`src/sv/itp_pkg.sv`:
```
`default_nettype none

package itp_pkg;

   localparam int STACK_DEPTH = 32;
   localparam int CNT_W = $clog2(STACK_DEPTH + 1);
   localparam int IDX_W = (STACK_DEPTH > 1) ? $clog2(STACK_DEPTH) : 1;

   localparam int QUEUE_DEPTH = 2;
   localparam int QPTR_W = $clog2(QUEUE_DEPTH);
   localparam int QCNT_W = $clog2(QUEUE_DEPTH + 1);

   localparam logic [7:0] CHAR_ADD = 8'h2B;
   localparam logic [7:0] CHAR_SUB = 8'h2D;
   localparam logic [7:0] CHAR_MUL = 8'h2A;
   localparam logic [7:0] CHAR_DIV = 8'h2F;

   typedef enum logic [1:0] {
      OP_ADD = 2'd0,
      OP_SUB = 2'd1,
      OP_MUL = 2'd2,
      OP_DIV = 2'd3
   } op_code_type;

   typedef enum logic [1:0] {
      BK_EVAL,
      BK_FLUSH,
      BK_END
   } back_state_type;

   typedef struct packed {
      logic [7:0]  symbol;
      logic        is_op;
      op_code_type code;
      logic        expr_end;
   } item_type;

   typedef struct packed {
      logic [7:0] out_symbol;
      logic       run_last;
      logic       expr_done;
      logic       dropped;
   } result_type;

   function automatic logic op_prec_high(input op_code_type code);
      logic hi;
      hi = (code == OP_MUL) || (code == OP_DIV);
      return hi;
   endfunction

   function automatic logic [7:0] op_char(input op_code_type code);
      logic [7:0] c;
      unique case (code)
         OP_ADD: c = CHAR_ADD;
         OP_SUB: c = CHAR_SUB;
         OP_MUL: c = CHAR_MUL;
         OP_DIV: c = CHAR_DIV;
      endcase
      return c;
   endfunction

endpackage

`default_nettype wire

```
`src/sv/itp_front.sv`:
```
`default_nettype none

module itp_front
   import itp_pkg::*;
(
   input  wire logic       clock,
   input  wire logic       reset,
   input  wire logic       req_valid,
   output logic            req_stall,
   input  wire logic [7:0] req_symbol,
   input  wire logic       req_expr_end,
   output logic            q_valid,
   output item_type        q_head,
   input  wire logic       q_pop
);

   item_type            queue_ff [QUEUE_DEPTH];
   logic [QPTR_W-1:0]   head_ff, head_in;
   logic [QPTR_W-1:0]   tail_ff, tail_in;
   logic [QCNT_W-1:0]   count_ff, count_in;
   item_type            item;
   logic                accept;

   // classify the incoming character
   always_comb begin
      item.symbol   = req_symbol;
      item.expr_end = req_expr_end;
      item.is_op    = 1'b1;
      unique case (req_symbol)
         CHAR_ADD: item.code = OP_ADD;
         CHAR_SUB: item.code = OP_SUB;
         CHAR_MUL: item.code = OP_MUL;
         CHAR_DIV: item.code = OP_DIV;
         default: begin
            item.code  = OP_ADD;
            item.is_op = 1'b0;
         end
      endcase
   end

   assign req_stall = (count_ff == QCNT_W'(QUEUE_DEPTH));
   assign accept    = req_valid && !req_stall;
   assign q_valid   = (count_ff != '0);
   assign q_head    = queue_ff[head_ff];

   always_comb begin
      head_in  = head_ff;
      tail_in  = tail_ff;
      count_in = count_ff;
      if (accept) begin
         tail_in = tail_ff + QPTR_W'(1);
      end
      if (q_pop && q_valid) begin
         head_in = head_ff + QPTR_W'(1);
      end
      if (accept && !(q_pop && q_valid)) begin
         count_in = count_ff + QCNT_W'(1);
      end else if (!accept && q_pop && q_valid) begin
         count_in = count_ff - QCNT_W'(1);
      end
   end

   always_ff @(posedge clock) begin
      if (reset) begin
         head_ff  <= '0;
         tail_ff  <= '0;
         count_ff <= '0;
      end else begin
         head_ff  <= head_in;
         tail_ff  <= tail_in;
         count_ff <= count_in;
      end
   end

   always_ff @(posedge clock) begin
      if (accept) begin
         queue_ff[tail_ff] <= item;
      end
   end

`ifndef SYNTH
   assert property (@(posedge clock) disable iff (reset)
      count_ff <= QCNT_W'(QUEUE_DEPTH))
      else $error("queue overfilled");
   assert property (@(posedge clock) disable iff (reset)
      q_pop |-> q_valid)
      else $error("pop from empty queue");
   assert property (@(posedge clock) disable iff (reset)
      (accept && !q_pop) |=> q_valid)
      else $error("accepted transaction lost from queue");
`endif

endmodule

`default_nettype wire

```
`src/sv/itp_back.sv`:
```
`default_nettype none

module itp_back
   import itp_pkg::*;
(
   input  wire logic       clock,
   input  wire logic       reset,
   input  wire logic       q_valid,
   input  wire item_type   q_head,
   output logic            q_pop,
   output logic            res_valid,
   output result_type      res,
   input  wire logic       res_ready
);

   back_state_type    state_ff, state_in;
   logic [CNT_W-1:0]  count_ff, count_in;
   op_code_type       stack_ff [STACK_DEPTH];
   logic [7:0]        hold_sym_ff, hold_sym_in;
   logic              hold_drop_ff, hold_drop_in;
   logic              hold_valid_ff, hold_valid_in;

   logic [CNT_W-1:0]  cnt_m1;
   logic [IDX_W-1:0]  top_idx;
   logic [IDX_W-1:0]  push_idx;
   op_code_type       top_code;
   logic              push_en;
   logic              em_valid;
   logic [7:0]        em_sym;
   logic              em_drop;
   logic              can_emit;

   assign cnt_m1   = count_ff - CNT_W'(1);
   assign top_idx  = cnt_m1[IDX_W-1:0];
   assign push_idx = count_ff[IDX_W-1:0];
   assign top_code = stack_ff[top_idx];
   assign can_emit = !hold_valid_ff || res_ready;

   always_comb begin
      state_in      = state_ff;
      count_in      = count_ff;
      hold_sym_in   = hold_sym_ff;
      hold_drop_in  = hold_drop_ff;
      hold_valid_in = hold_valid_ff;
      push_en       = 1'b0;
      q_pop         = 1'b0;
      res_valid     = 1'b0;
      res           = '0;
      em_valid      = 1'b0;
      em_sym        = '0;
      em_drop       = 1'b0;

      unique case (state_ff)
         BK_EVAL: begin
            if (q_valid) begin
               if (!q_head.is_op) begin
                  em_valid = 1'b1;
                  em_sym   = q_head.symbol;
                  if (can_emit) begin
                     state_in = q_head.expr_end ? BK_FLUSH : BK_END;
                  end
               end else if (count_ff != '0 &&
                            (op_prec_high(top_code) || !op_prec_high(q_head.code))) begin
                  em_valid = 1'b1;
                  em_sym   = op_char(top_code);
                  if (can_emit) begin
                     count_in = cnt_m1;
                  end
               end else if (count_ff == CNT_W'(STACK_DEPTH)) begin
                  em_valid = 1'b1;
                  em_sym   = q_head.symbol;
                  em_drop  = 1'b1;
                  if (can_emit) begin
                     state_in = q_head.expr_end ? BK_FLUSH : BK_END;
                  end
               end else begin
                  push_en  = 1'b1;
                  count_in = count_ff + CNT_W'(1);
                  state_in = q_head.expr_end ? BK_FLUSH : BK_END;
               end
            end
         end
         BK_FLUSH: begin
            if (count_ff != '0) begin
               em_valid = 1'b1;
               em_sym   = op_char(top_code);
               if (can_emit) begin
                  count_in = cnt_m1;
               end
            end else begin
               state_in = BK_END;
            end
         end
         BK_END: begin
            if (!hold_valid_ff) begin
               q_pop    = 1'b1;
               state_in = BK_EVAL;
            end else if (res_ready) begin
               res_valid      = 1'b1;
               res.out_symbol = hold_sym_ff;
               res.dropped    = hold_drop_ff;
               res.run_last   = 1'b1;
               res.expr_done  = q_head.expr_end;
               hold_valid_in  = 1'b0;
               q_pop          = 1'b1;
               state_in       = BK_EVAL;
            end
         end
         default: begin
            state_in = BK_EVAL;
         end
      endcase

      // a new emission pushes the held one out, not yet known to be the last
      if (em_valid && can_emit) begin
         if (hold_valid_ff) begin
            res_valid      = 1'b1;
            res.out_symbol = hold_sym_ff;
            res.dropped    = hold_drop_ff;
         end
         hold_sym_in   = em_sym;
         hold_drop_in  = em_drop;
         hold_valid_in = 1'b1;
      end
   end

   always_ff @(posedge clock) begin
      if (reset) begin
         state_ff      <= BK_EVAL;
         count_ff      <= '0;
         hold_valid_ff <= 1'b0;
      end else begin
         state_ff      <= state_in;
         count_ff      <= count_in;
         hold_valid_ff <= hold_valid_in;
      end
   end

   always_ff @(posedge clock) begin
      hold_sym_ff  <= hold_sym_in;
      hold_drop_ff <= hold_drop_in;
      if (push_en) begin
         stack_ff[push_idx] <= q_head.code;
      end
   end

`ifndef SYNTH
   assert property (@(posedge clock) disable iff (reset)
      count_ff <= CNT_W'(STACK_DEPTH))
      else $error("operator stack overflow");
   assert property (@(posedge clock) disable iff (reset)
      res_valid |-> res_ready)
      else $error("result issued without a free output slot");
   assert property (@(posedge clock) disable iff (reset)
      q_pop |-> (state_ff == BK_END && q_valid))
      else $error("transaction retired outside the end step");
   assert property (@(posedge clock) disable iff (reset)
      q_pop |=> !hold_valid_ff)
      else $error("held result left behind after transaction end");
`endif

endmodule

`default_nettype wire

```
`src/sv/infix_to_postfix_converter_top.sv`:
```
// an operand result goes from the queue through the hold register into the output register
// an operator first pops each stacked operator of equal or higher precedence, then is pushed
// a final character also flushes the stack; one pop a cycle unless the output stalls
// a 2-entry queue lets the input side keep accepting while the stack engine is busy
// reset: synchronous, active high; empties queue, stack and output register
`default_nettype none

module infix_to_postfix_converter_top
   import itp_pkg::*;
(
   input  wire logic       clock,
   input  wire logic       reset,
   input  wire logic       req_valid,
   output logic            req_stall,
   input  wire logic [7:0] req_symbol,
   input  wire logic       req_expr_end,
   output logic            rsp_valid,
   input  wire logic       rsp_stall,
   output logic [7:0]      rsp_out_symbol,
   output logic            rsp_run_last,
   output logic            rsp_expr_done,
   output logic            rsp_dropped
);

   logic       q_valid;
   item_type   q_head;
   logic       q_pop;
   logic       res_valid;
   result_type res;
   logic       out_free;

   logic       rsp_valid_ff, rsp_valid_in;
   result_type rsp_data_ff, rsp_data_in;

   itp_front u_front (
      .clock        (clock),
      .reset        (reset),
      .req_valid    (req_valid),
      .req_stall    (req_stall),
      .req_symbol   (req_symbol),
      .req_expr_end (req_expr_end),
      .q_valid      (q_valid),
      .q_head       (q_head),
      .q_pop        (q_pop)
   );

   itp_back u_back (
      .clock     (clock),
      .reset     (reset),
      .q_valid   (q_valid),
      .q_head    (q_head),
      .q_pop     (q_pop),
      .res_valid (res_valid),
      .res       (res),
      .res_ready (out_free)
   );

   // output register, loaded when empty or being drained this cycle
   assign out_free = !rsp_valid_ff || !rsp_stall;

   always_comb begin
      rsp_valid_in = rsp_valid_ff;
      rsp_data_in  = rsp_data_ff;
      if (res_valid) begin
         rsp_valid_in = 1'b1;
         rsp_data_in  = res;
      end else if (!rsp_stall) begin
         rsp_valid_in = 1'b0;
      end
   end

   always_ff @(posedge clock) begin
      if (reset) begin
         rsp_valid_ff <= 1'b0;
      end else begin
         rsp_valid_ff <= rsp_valid_in;
      end
   end

   always_ff @(posedge clock) begin
      rsp_data_ff <= rsp_data_in;
   end

   assign rsp_valid      = rsp_valid_ff;
   assign rsp_out_symbol = rsp_data_ff.out_symbol;
   assign rsp_run_last   = rsp_data_ff.run_last;
   assign rsp_expr_done  = rsp_data_ff.expr_done;
   assign rsp_dropped    = rsp_data_ff.dropped;

`ifndef SYNTH
   assert property (@(posedge clock) disable iff (reset)
      rsp_valid && rsp_expr_done |-> rsp_run_last)
      else $error("expression end without transaction end");
   assert property (@(posedge clock) disable iff (reset)
      rsp_valid && rsp_dropped |-> rsp_out_symbol == CHAR_ADD || rsp_out_symbol == CHAR_SUB
         || rsp_out_symbol == CHAR_MUL || rsp_out_symbol == CHAR_DIV)
      else $error("dropped flag on a non-operator");
   assert property (@(posedge clock) disable iff (reset)
      (rsp_valid && rsp_stall) |=> rsp_valid)
      else $error("stalled result lost");
`endif

endmodule

`default_nettype wire
```
`config.mk`:
```
export PLATFORM = sky130hd
export DESIGN_NAME = infix_to_postfix_converter_top
export DESIGN_NICKNAME = d
export VERILOG_FILES = /design/src/sv/itp_pkg.sv /design/src/sv/itp_front.sv /design/src/sv/itp_back.sv /design/src/sv/infix_to_postfix_converter_top.sv
export SDC_FILE = /design/constraint.sdc
export NUM_CORES = 1
export LEC_CHECK = 0
export BUFFER_PORTS_ARGS = -buffer_cell sky130_fd_sc_hd__buf_2
export CAP_MARGIN = 20
export CORE_UTILIZATION = 30
export CTS_BUF_LIST = sky130_fd_sc_hd__clkbuf_16
export CTS_CLUSTER_DIAMETER = 200
export CTS_CLUSTER_SIZE = 8
export DETAILED_ROUTE_END_ITERATION = 10
export GPL_TIMING_DRIVEN = 1
export PLACE_DENSITY = 0.55
export SETUP_SLACK_MARGIN = 0.15
export SLEW_MARGIN = 0
export SYNTH_ARGS = -nofsm -noshare
export SYNTH_HDL_FRONTEND = slang
export SYNTH_SLANG_ARGS = --single-unit
```
`constraint.sdc`:
```
create_clock -name clock -period 4.9 [get_ports clock]
set_input_delay 1.47 -clock clock [delete_from_list [all_inputs] [get_ports clock]]
set_output_delay 1.47 -clock clock [all_outputs]
set_load 0.005 [all_outputs]
```
== Yosys cells after proc, flatten, opt, wreduce, memory -nomap -nowiden ==
Memory sizes are Yosys's and may differ from the RTL's. A register that Yosys moved wholly into a read port is not among the register bits.
Index checks and enable logic that the tools add are counted.
Word-level totals
  memories: 2
  ROM bits: 0
  logic and storage cells: 142
  bits in writable memories: 88
  latch bits: 0
  flip-flop bits (word level): 34
Cells by class
  $add $sub $neg: 6
  equal/unequal tests: 21
  reductions and logical operators: 32
  mux-type cells: 65
  div/mod/pow operators: 0
  order comparisons: 0
  multipliers: 0
  bitwise logic cells: 3
  shift-type cells: 0
Memories
  u_back.stack_ff: words 32, bits a word 2, rd ports 1, clocked after Yosys merged registers in 0, write ports 1, line itp_back.sv:18  | op_code_type stack_ff [STACK_DEPTH];
  u_front.queue_ff: words 2, bits a word 12, rd ports 1, clocked after Yosys merged registers in 1, write ports 1, line itp_front.sv:17  | item_type queue_ff [QUEUE_DEPTH];
Operators by type and width (number)
  8-bit two-way mux: 7
  6-bit two-way mux: 6
  11-bit two-way mux: 3
  8-bit by 6-bit == test with 1-bit output (second input constant): 4
  1-bit two-way mux: 32
  8-bit one-hot mux with 4 select lines: 1
  2-bit two-way mux: 11
  8-bit one-hot mux with 2 select lines: 1
  2-bit == test (second input constant): 6
  2-bit one-hot mux with 3 select lines: 2
  6-bit one-hot mux with 2 select lines: 1
  2-bit nonzero test: 4
  4-bit OR reduction: 2
  1-bit logical AND: 7
  1-bit zero test: 7
  6-bit by 1-bit adder with 6-bit output (second input constant): 1
  6-bit == test (second input constant): 1
  2-bit by 1-bit inequality test with 1-bit output (second input constant): 3
  3-bit by 2-bit inequality test with 1-bit output (second input constant): 2
  6-bit nonzero test: 1
  6-bit by 1-bit subtractor with 6-bit output (second input constant): 1
  1-bit logical OR: 5
  5-bit AND reduction: 1
  2-bit by 1-bit == test with 1-bit output (second input constant): 2
  11 further kinds: 16

== Depth between registers and ports, before layout ==
Gate-level depths: netlist of the first run.
An unclocked memory read counts as a cell.
  word-level depth: 13
  mapped depth: 14
  gate-level depth less buffers: 10

== Modules after synthesis ==
From an unflattened synthesis of the first run, not the netlist that was laid out.
Unflattened totals
  cells, all modules: 403
  area, all modules: 5602.9 µm²
By module, submodules not included
  itp_back: area an instance 4101.4 µm², sequential area each 2372.3 µm², cells each 315, instances 1
  itp_front: area an instance 1138.6 µm², sequential area each 820.8 µm², cells each 73, instances 1
  infix_to_postfix_converter_top: area an instance 362.8 µm², sequential area each 350.3 µm², cells each 15, instances 1

== Worst setup path before layout of the first run ==
Ideal clock, no wire load.
  path type: register to register
  from: reg u_back.count_ff[0]
  to: reg rsp_data_ff (netlist bit rsp_dropped), data pin
  path buffers: 4
  data required time: 4.644 ns
  setup time: 0.256 ns
  stages on the path, launching flop included: 14
  arrival: 3.367 ns
  slack: 1.277 ns
  cells stage by stage: dfxtp_1 > buf_6 > clkinv_1 > ha_1 > clkbuf_8 > buf_2 > mux2_2 > o2111ai_1 > o22ai_2 > o31a_1 > buf_6 > o22ai_1 > a21oi_1 > and2_1
RTL lines
  start: declaration: line itp_back.sv:17  | logic [CNT_W-1:0] count_ff, count_in;
  start signal: assignment: line itp_back.sv:134  | count_ff <= count_in;
  end signal: assignment: line infix_to_postfix_converter_top.sv:81  | rsp_data_ff <= rsp_data_in;
  end: declaration: line infix_to_postfix_converter_top.sv:33  | result_type rsp_data_ff, rsp_data_in;

== Worst setup path after layout of the first run ==
  from: reg u_back.count_ff[0]
  to: mem u_back.stack_ff[10][0] (netlist bit), enable pin
Between the ends
  word-level cells in the longest chain between the ends: 12
RTL lines
  6-bit by 1-bit subtractor with 6-bit output: line itp_back.sv:33  | assign cnt_m1 = count_ff - CNT_W'(1);
  memory read 32 x 2 bit
  2-bit == test: line itp_pkg.sv:47  | hi = (code == OP_MUL) || (code == OP_DIV);
  1-bit logical OR: line itp_pkg.sv:47
  1-bit logical OR: line itp_back.sv:63  | (op_prec_high(top_code) || !op_prec_high(q_head.code))) begin
  1-bit logical AND: line itp_back.sv:62  | end else if (count_ff != '0 &&
  1-bit two-way mux: line itp_back.sv:62
  1-bit two-way mux: line itp_back.sv:56  | if (!q_head.is_op) begin
  1-bit two-way mux: line itp_back.sv:55  | if (q_valid) begin
  1-bit two-way mux: line itp_back.sv:53  | unique case (state_ff)
  1-bit two-way mux: line itp_back.sv:142  | if (push_en) begin
  1-bit two-way mux (implied by the code): line itp_back.sv:143  | stack_ff[push_idx] <= q_head.code;
  end: declaration: line itp_back.sv:18
Several ways; a longest one is shown, not always the timed one.

==> impl_metrics.tcl, run 1 <==
set metrics [dict create \
    fin_crit_ns 3.928 \
    vias 3402 \
    holdPathStages 2 \
    area_growth_syn_to_layout_pct 15.53 \
    start_kind "register" \
    cap_violations 0 \
    cts_sinks 123 \
    setup_viol 0 \
    p_total_uw 3137 \
    cp-end-kind "register" \
    vias_per_cell 5.003 \
    synthDistinctLibCells 67 \
    mostFrequentLayoutCells "108 x edfxtp_1, 60 x nor2_1, 25 x buf_2" \
    synth-edff-count 108 \
    final_common_cell "edfxtp_1" \
    wl_per_cell_um 17.15 \
    die_w_um 138.6 \
    min_to "u_front.head_ff" \
    worstMarginPinSlew_ns 1.058 \
    worstReg2RegEnd "u_back.stack_ff[10][0]" \
    dp_hpwl_um 7688 \
    clock.fmax_mhz 254.6 \
    leakage_uw 0.002140 \
    finalCritPeriodShare_pct 80.16 \
    wirelength_um 11660 \
    grt_max_degree 34 \
    drive_above_1_share_pct 22.39 \
    ff2ff_path_depth 10 \
    cts_tree "yes" \
    tns_ns 0 \
    n_antenna_cell 0 \
    skew_ns 0.01257 \
    grt_use_total_pct 12.78 \
    cts_post_setup_buffers_inserted 0 \
    grt_remaining_overflow 0 \
    crit_required_ns 4.99 \
    critPathKind "register to register" \
    critical_path_arrival_ns 4.02 \
    setup_slack_ns 0.9720 \
    start_util_pct 30.86 \
    yosysWarningCount 0 \
    place_worst_setup_slack_ns 0.9928 \
    cp_max_fo 26 \
    relSlewSlack_pct 29.19 \
    vdd_ir_drop_max_v 0.0001976 \
    rsz0062_at_grt "no" \
    ys_seq_area_share_pct 63.27 \
    io_buffer_count 25 \
    hold-worst-slack_ns 0.5107 \
    final_nets 456 \
    core_um2 18150 \
    final_core_util_pct 35.65 \
    grt_pass1_wl_um 18820 \
    status "complete, but fails checks" \
    place_congestion 0.8041 \
    syn_area_per_cell_um2 13.69 \
    maxSlewViolCount 0 \
    ant_nets 0 \
    clk_pin_slew_ns 0.06 \
    failed_checks "DRC" \
    fp-row-count 49 \
    first_pass_iters 10 \
    p_per_area_nw_per_um2 484.9 \
    rr_startpoint "u_back.count_ff[0]" \
    netlist_area_um2 5600 \
    synthArstFlopShare_pct 0 \
    drc 6 \
    synth_nets 427 \
    synth_seq_cells 123 \
    timing_hold_violations_final 0 \
    clockRootBuffer "clkbuf_16" \
    worstSkewPairLatency_ns 0.41 \
    io_pins 26 \
    r2r_slack_ns 0.97 \
    first_global_vias 3425 \
    numCtsBuffers 17 \
    cts_resized 0 \
    hold_start "u_front.head_ff" \
    ys.flop_type "edfxtp_1" \
    htreeDepth 4 \
    fp.dieH_um 138.6 \
    hold_class "register to register" \
    antenna_found_initial 0 \
    synthCells 409 \
    die_area_um2 19220 \
    ctsHoldBuffers 0 \
    drtIter0Drc 297 \
    cts_buffer_depth 2 \
]
-- flip-flops by register name, indices dropped and copies added (netlist names), named ones only --
register / count
u_front.queue_ff: 24
u_back.hold_drop_ff: 1
u_back.count_ff: 6
u_back.state_ff: 2
rsp_out_symbol: 8
rsp_dropped: 1
rsp_valid: 1
u_front.head_ff: 1
u_back.stack_ff: 64
rsp_expr_done: 1
u_back.hold_valid_ff: 1
u_back.hold_sym_ff: 8
rsp_run_last: 1
u_front.count_ff: 2
u_front.tail_ff: 1
-- report_power, final --
group | total (uW) | internal [uW] | switching, uW
sequential | 1270 | 1220 | 42.7
clock | 1210 | 748 | 464
combinational | 659 | 262 | 397
total | 3140 | 2230 | 904
-- layer usage --
layer	wire length (um)	track usage [%]	up-vias
met5	0	0	-
met4	174	5.906	0
met2	5568	20.17	95
met1	5353	16.46	1672
met3	565	3.349	14
li1	-	-	1621
-- worst max-delay path, stage by stage, from the launching register on --
cell,delay [ns]
dfxtp_1,0.33
clkinv_1,0.23
ha_1,0.37
buf_4,0.35
mux2_2,0.38
o2111ai_1,0.22
o22ai_2,0.14
o31a_1,0.42
nor3_1,0.42
nand2_1,0.39
nor2_1,0.33
-- final cells by class --
class / count / area, um2
Sequential cell: 123 / 3543
Inverter: 6 / 22.52
Timing Repair Buffer: 29 / 155.1
Tap cell: 229 / 286.5
Clock buffer: 17 / 425.4
Clock inverter: 15 / 151.4
Multi-Input combinational cell: 261 / 1886
Fill cell: 1744 / 11680
-- per-stage QoR --
stage	instance area (um2)	instances
floorplan	5600	409
global placement	5893	648
detailed placement	5893	648
CTS	6470	680
global route	6470	680
finish	6470	680
-- kinds of logic (layout without fill, tap and decap cells) --
| group | after synthesis | in the layout | share of synthesized area [%] |
|---|---|---|---|
| DFF | 123 | 123 | 63.27 |
| xor gates and xnor gates | 9 | 9 | 1.810 |
| adders and majority gates | 5 | 5 | 1.117 |
| muxes | 40 | 40 | 9.808 |
| buffers and inverters | 25 | 67 | 3.061 |
| and+or+nand+nor | 150 | 150 | 13.63 |
| AOI/OAI and AO/OA | 57 | 57 | 7.306 |
-- cell usage after synthesis (all sizes together) (3+ instances only) --
cell	count	area share [%]
o21ai	7	0.63
or2	4	0.45
inv	5	0.34
mux2	13	2.6
mux2i	17	3.0
or3	4	0.47
a31oi	5	0.56
edfxtp	108	58
and3	5	0.58
mux4	10	4.2
nand3b	5	0.74
dfxtp	15	5.4
nand3	10	0.89
buf	8	1.2
o2111ai	4	0.63
nand2	24	1.7
ha	5	1.1
xnor2	5	0.92
nand2b	6	0.67
nor2	60	4.0
o22ai	8	1.1
and2	9	1.0
or3b	3	0.47
clkbuf	10	0.89
xor2	4	0.89
a21oi	12	1.1
nor3	9	1.0
o21bai	3	0.40
-- how the worst max path moves through the flow --
stage / startpoint / endpoint / slack (ns) / cells past startpoint
4_1_cts: u_back.count_ff[0] / u_back.stack_ff[10][0] / 0.98 / 10
3_5_place_dp: u_back.count_ff[0] / u_back.stack_ff[17][1] / 0.99 / 10
3_3_place_gp: u_back.count_ff[0] / u_back.stack_ff[25][1] / 0.97 / 10
2_1_floorplan: u_back.count_ff[0] / rsp_dropped / 1.28 / 13
6_report: u_back.count_ff[0] / u_back.stack_ff[10][0] / 0.97 / 10
5_1_grt: u_back.count_ff[0] / u_back.stack_ff[1][0] / 0.78 / 10
No activity file was read; power rests on OpenSTA's default activity.
==> inputs of run 2 (changes only) <==
- clock period: 4.9 -> 3.8 ns (I/O delays scaled with it)
==> impl_metrics.tcl, run 2 (same netlist as run 1, synthesis figures left out) <==
set metrics [dict create \
    switchingPower_uw 1166 \
    cts_buffer_depth 2 \
    ff_latch_area_um2 3545 \
    drive_above_1_share_pct 25.43 \
    drc 6 \
    numCtsBuffers 17 \
    stdcell_count 689 \
    setup_viol 0 \
    ant_nets 0 \
    cp_max_fo 24 \
    tns_ns 0 \
    sw_frac_of_total_pct 28.05 \
    nFillCells 1742 \
    p_per_area_nw_per_um2 629.9 \
    multiInputGateArea_um2 1912 \
    cap_violations 0 \
    grt_pass1_wl_um 18460 \
    timing_hold_violations_final 0 \
    vias_per_cell 4.985 \
    area_growth_syn_to_layout_pct 17.81 \
    relSlewSlack_pct 55.21 \
    finalCritPeriodShare_pct 89.74 \
    clockRootBuffer "clkbuf_16" \
    htreeDepth 4 \
    hold_class "register to register" \
    skew_ns 0.01262 \
    leakage_uw 0.002202 \
    core_um2 18150 \
    grt_remaining_overflow 0 \
    rsz0062_at_grt "no" \
    fp.dieH_um 138.6 \
    mostFrequentLayoutCells "108 x edfxtp_1, 60 x nor2_1, 25 x buf_2" \
    wl_per_cell_um 16.86 \
    intPower_uw 2990 \
    p_seq_share_pct 39.1 \
    reg_top3 "u_back.stack_ff (64), u_front.queue_ff (24)" \
    fp-row-count 49 \
    die_area_um2 19220 \
    fin_crit_ns 3.410 \
    io_buffer_count 25 \
    final_common_cell "edfxtp_1" \
    worstSkewPairLatency_ns 0.41 \
    failed_checks "DRC" \
    drtIter0Drc 264 \
    start_util_pct 30.86 \
    wirelength_um 11620 \
    clock.fmax_mhz 293.2 \
    grt_max_degree 33 \
    clockPowerShare_pct 38.8 \
    start_kind "register" \
    io_pins 26 \
    vias 3435 \
    place_congestion 0.8070 \
    top_register "u_back.stack_ff" \
    cp-end-kind "register" \
    largest_register_ffs 64 \
    cts_sinks 123 \
    p_comb_share_pct 22.1 \
    status "complete, but fails checks" \
    clk_pin_slew_ns 0.06 \
    dp_hpwl_um 7853 \
    cts_tree "yes" \
    die_w_um 138.6 \
    cts_resized 0 \
    cts_post_setup_buffers_inserted 0 \
    ctsHoldBuffers 0 \
    n_antenna_cell 0 \
    first_pass_iters 7 \
    grt_use_total_pct 12.59 \
    maxSlewViolCount 0 \
    dp_cells 657 \
    worstMarginPinSlew_ns 0.6668 \
    critical_path_arrival_ns 3.71 \
    crit_required_ns 4.10 \
    first_global_vias 3369 \
    critPathKind "register to register" \
    antenna_found_initial 0 \
    final_nets 465 \
    vdd_ir_drop_max_v 0.0002100 \
]
-- run 2: final cells by class --
type	instances	area share [%]
Multi-Input combinational cell	261	28.98
Clock inverter	15	2.598
Timing Repair Buffer	38	3.565
Inverter	6	0.3414
Tap cell	229	4.343
Sequential cell	123	53.73
Clock buffer	17	6.448
-- run 2: stage by stage --
stage	power (uW)	instance area (um2)	util (%)	hold slack (ns)	worst slack (ns)
final	4156	6598	36.36	0.5117	0.3897
after global placement	2534	5973	32.92	0.4939	0.2422
after global routing	4330	6598	36.36	0.5349	0.1631
after detailed placement	2546	5973	32.92	0.5039	0.08970
after floorplan	2330	5600	-	0.4813	0.1771
after CTS	4160	6570	36.20	0.5161	0.09510
-- run 2: worst max-delay path, stage by stage (launching register included) --
cell	delay (ns)
dfxtp_1	0.33
clkinv_1	0.19
ha_4	0.35
buf_12	0.18
mux2_2	0.35
o2111ai_1	0.23
o22ai_2	0.14
o31a_2	0.44
o21a_2	0.29
a2111o_1	0.44
a2111oi_2	0.34
-- run 2: per-layer routing --
metal / track usage, % / share of wire, %
met4: 5.205 / 1.4
met2: 20.76 / 48
met5: 0 / 0
met1: 16.24 / 47
met3: 2.452 / 3.6
-- run 2: final timing paths --
kind,start,end,slack [ns],cells after the start
max,u_back.count_ff[0],u_back.count_ff[2],0.39,10
min,u_back.hold_sym_ff[3],rsp_out_symbol[3],0.51,1
max reg2reg,u_back.count_ff[0],u_back.count_ff[2],0.39,10
min reg2reg,u_back.hold_sym_ff[3],rsp_out_symbol[3],0.51,1
-- run 2: power by group through the flow --
stage               Combinational, uW  Sequential (uW)  Clock [uW]
floorplan                         698             1630           0
global placement                  887             1650           0
CTS                               901             1620        1640
detailed placement                895             1650           0
finish                            918             1620        1610
global route                      996             1630        1700
==> inputs of run 3 (changes only) <==
- SYNTH_HIERARCHICAL: default -> 1
==> impl_metrics.tcl, run 3 <==
set metrics [dict create \
    status "complete, but fails checks" \
    failed_checks "DRC" \
    ys_seq_area_share_pct 63.24 \
    critical-path-top-delay-family "simple AND/OR/NAND/NOR gates" \
    skew_ns 0.01066 \
    synth_top_area_share_pct 57.88 \
    grt_use_total_pct 13.00 \
    ant_nets 0 \
    area_growth_syn_to_layout_pct 18.76 \
    mostFrequentLayoutCells "108 x edfxtp_1, 49 x nor2_1, 30 x nand2_1" \
    reg_top3 "u_back/stack_ff (64), u_front/queue_ff (24)" \
    maxSlewViolCount 0 \
    slowest_delay_ns 0.38 \
    io_pins 26 \
    die_area_um2 19230 \
    nFillCells 1730 \
    switchingPower_uw 1083 \
    synth_seq_cells 123 \
    drtIter0Drc 286 \
    clockPowerShare_pct 38.9 \
    cts_post_setup_buffers_inserted 0 \
    synth_nets 421 \
    io_buffer_count 25 \
    leakage_uw 0.002254 \
    finalCritPeriodShare_pct 86.63 \
    critPathKind "register to register" \
    worstMarginPinSlew_ns 0.6622 \
    synth_area_leaders "edfxtp_1 58%, mux4_2 6.0%, dfxtp_1 5.4%" \
    htreeDepth 4 \
    syn_area_per_cell_um2 13.90 \
    first_global_vias 3473 \
    hold_class "register to register" \
    p_seq_share_pct 41.1 \
    critPathBufInv 2 \
    start_kind "register" \
    vias_per_cell 4.918 \
    yosys.area.top_type "edfxtp_1" \
    crit_required_ns 3.88 \
    cts_resized 0 \
    highest_layer "met4" \
    dp_hpwl_um 8227 \
    die_w_um 138.7 \
    cts_sinks 123 \
    largest_register_ffs 64 \
    synthArstFlopShare_pct 0 \
    drc 1 \
    ff_latch_area_um2 3543 \
    n_antenna_cell 0 \
    wl_met1_um 5448 \
    numCtsBuffers 17 \
    routed-wl-met2_um 5686 \
    start_util_pct 30.87 \
    setup_viol 0 \
    dr_wl_met3_um 490 \
    synthDistinctLibCells 68 \
    intPower_uw 2750 \
    p_per_area_nw_per_um2 576.0 \
    antenna_found_initial 0 \
    clockRootBuffer "clkbuf_16" \
    grt_max_degree 36 \
    netlist_area_um2 5603 \
    cp_max_fo 11 \
    ys.flop_type "edfxtp_1" \
    worstSkewPairLatency_ns 0.42 \
    core_um2 18150 \
    timing_hold_violations_final 0 \
    final_common_cell "edfxtp_1" \
    cp_slowest_cell "dfxtp_1" \
    synth-edff-count 108 \
    yosysWarningCount 6 \
    clk_pin_slew_ns 0.06 \
    cts_buffer_depth 2 \
    sw_frac_of_total_pct 28.25 \
    drive_above_1_share_pct 27.04 \
    synth.most_common_cell "edfxtp_1" \
    critical_path_arrival_ns 3.37 \
    relSlewSlack_pct 55.76 \
    grt_remaining_overflow 0 \
    synthCells 403 \
    wirelength_um 11860 \
    vdd_ir_drop_max_v 0.0003762 \
    wl_per_cell_um 17.06 \
    final_core_util_pct 36.67 \
    fin_crit_ns 3.292 \
    top_register "u_back/stack_ff" \
    place_congestion 0.8864 \
    fp.dieH_um 138.7 \
    tns_ns 0 \
    final_nets 471 \
    synthTopCellsByCount "108 x edfxtp_1, 49 x nor2_1, 30 x nand2_1" \
    multiInputGateArea_um2 1934 \
    first_pass_iters 8 \
    cp-end-kind "register" \
    clock.fmax_mhz 303.8 \
    grt_pass1_wl_um 18770 \
    rsz0062_at_grt "no" \
    vias 3418 \
    path_cells "inv_1, ha_1, buf_4, mux4_2, o2111ai_1, o311a_2, a21oi_4, nor3b_4, nand2_1, nor3_1" \
    cap_violations 0 \
    fp-row-count 49 \
    p_comb_share_pct 20.0 \
    cts_tree "yes" \
    ctsHoldBuffers 0 \
]
run 3: cell types whose count changed after synthesis, sizes merged, moves of 4 or more:
cell,delta
and3,-4
nand3,-4
inv,+10
o21ai,+7
a21oi,+7
nand2,+6
clkbuf,-5
mux4,+5
nor2,-10
o22ai,-8
mux2i,-4
run 3: power groups by stage:
stage | logic [uW] | clock network (uW) | registers [uW]
3_3_place_gp | 754 | 0 | 1600
5_1_grt | 823 | 1570 | 1580
6_report | 766 | 1490 | 1580
2_1_floorplan | 555 | 0 | 1600
4_1_cts | 765 | 1520 | 1580
3_5_place_dp | 761 | 0 | 1600
run 3: logic make-up (layout without fill, tap and decap cells):
family          Yosys count  after routing  synth area share, %
buf+inv                  28             91                2.233
fa+ha+maj                 5              5                1.117
compound gates           62             62                8.397
simple gates            139            139                13.13
xor+xnor                  5              5               0.9158
mux                      41             41                10.96
flops                   123            123                63.24
run 3: metal layers:
layer / vias to the layer above / global-route usage [%]
met3: 18 / 2.590
met5: - / 0
met1: 1682 / 16.62
met2: 86 / 21.19
li1: 1632 / -
met4: 0 / 6.257
run 3: worst min-delay path: cells and delay by family, from the launching register on:
family,cells,cell delay [ns]
and+or+nand+nor,1,0.06
AOI/OAI and AO/OA,1,0.06
DFF,1,0.33
run 3: through the flow:
step	std cells	setup slack [ns]	hold WS [ns]	power (uW)	area [um2]
4_1_cts	695	0.5302	0.4894	3858	6654
2_1_floorplan	403	0.2378	0.4518	2151	5603
6_report	695	0.5082	0.4912	3832	6654
5_1_grt	695	0.3418	0.5186	3974	6654
3_5_place_dp	663	0.5677	0.4821	2364	6101
3_3_place_gp	663	0.5796	0.4718	2355	6101
run 3: final cells by class:
class,count,share of cell area [%]
clock inverters,15,1.918
inverters,15,0.8462
repair buffers,44,4.212
multi-input cells,252,29.07
flip-flops and latches,123,53.25
well taps,229,4.306
clock buffers,17,6.393
run 3: path summary, 6_finish.rpt:
kind | start | end | slack [ns] | cells after the start
max | u_back/count_ff[0] | u_back/stack_ff[15][1] | 0.51 | 10
min | u_back/hold_valid_ff | u_back/hold_valid_ff | 0.49 | 2
min reg2reg | u_back/hold_valid_ff | u_back/hold_valid_ff | 0.49 | 2
max reg2reg | u_back/count_ff[0] | u_back/stack_ff[15][1] | 0.51 | 10
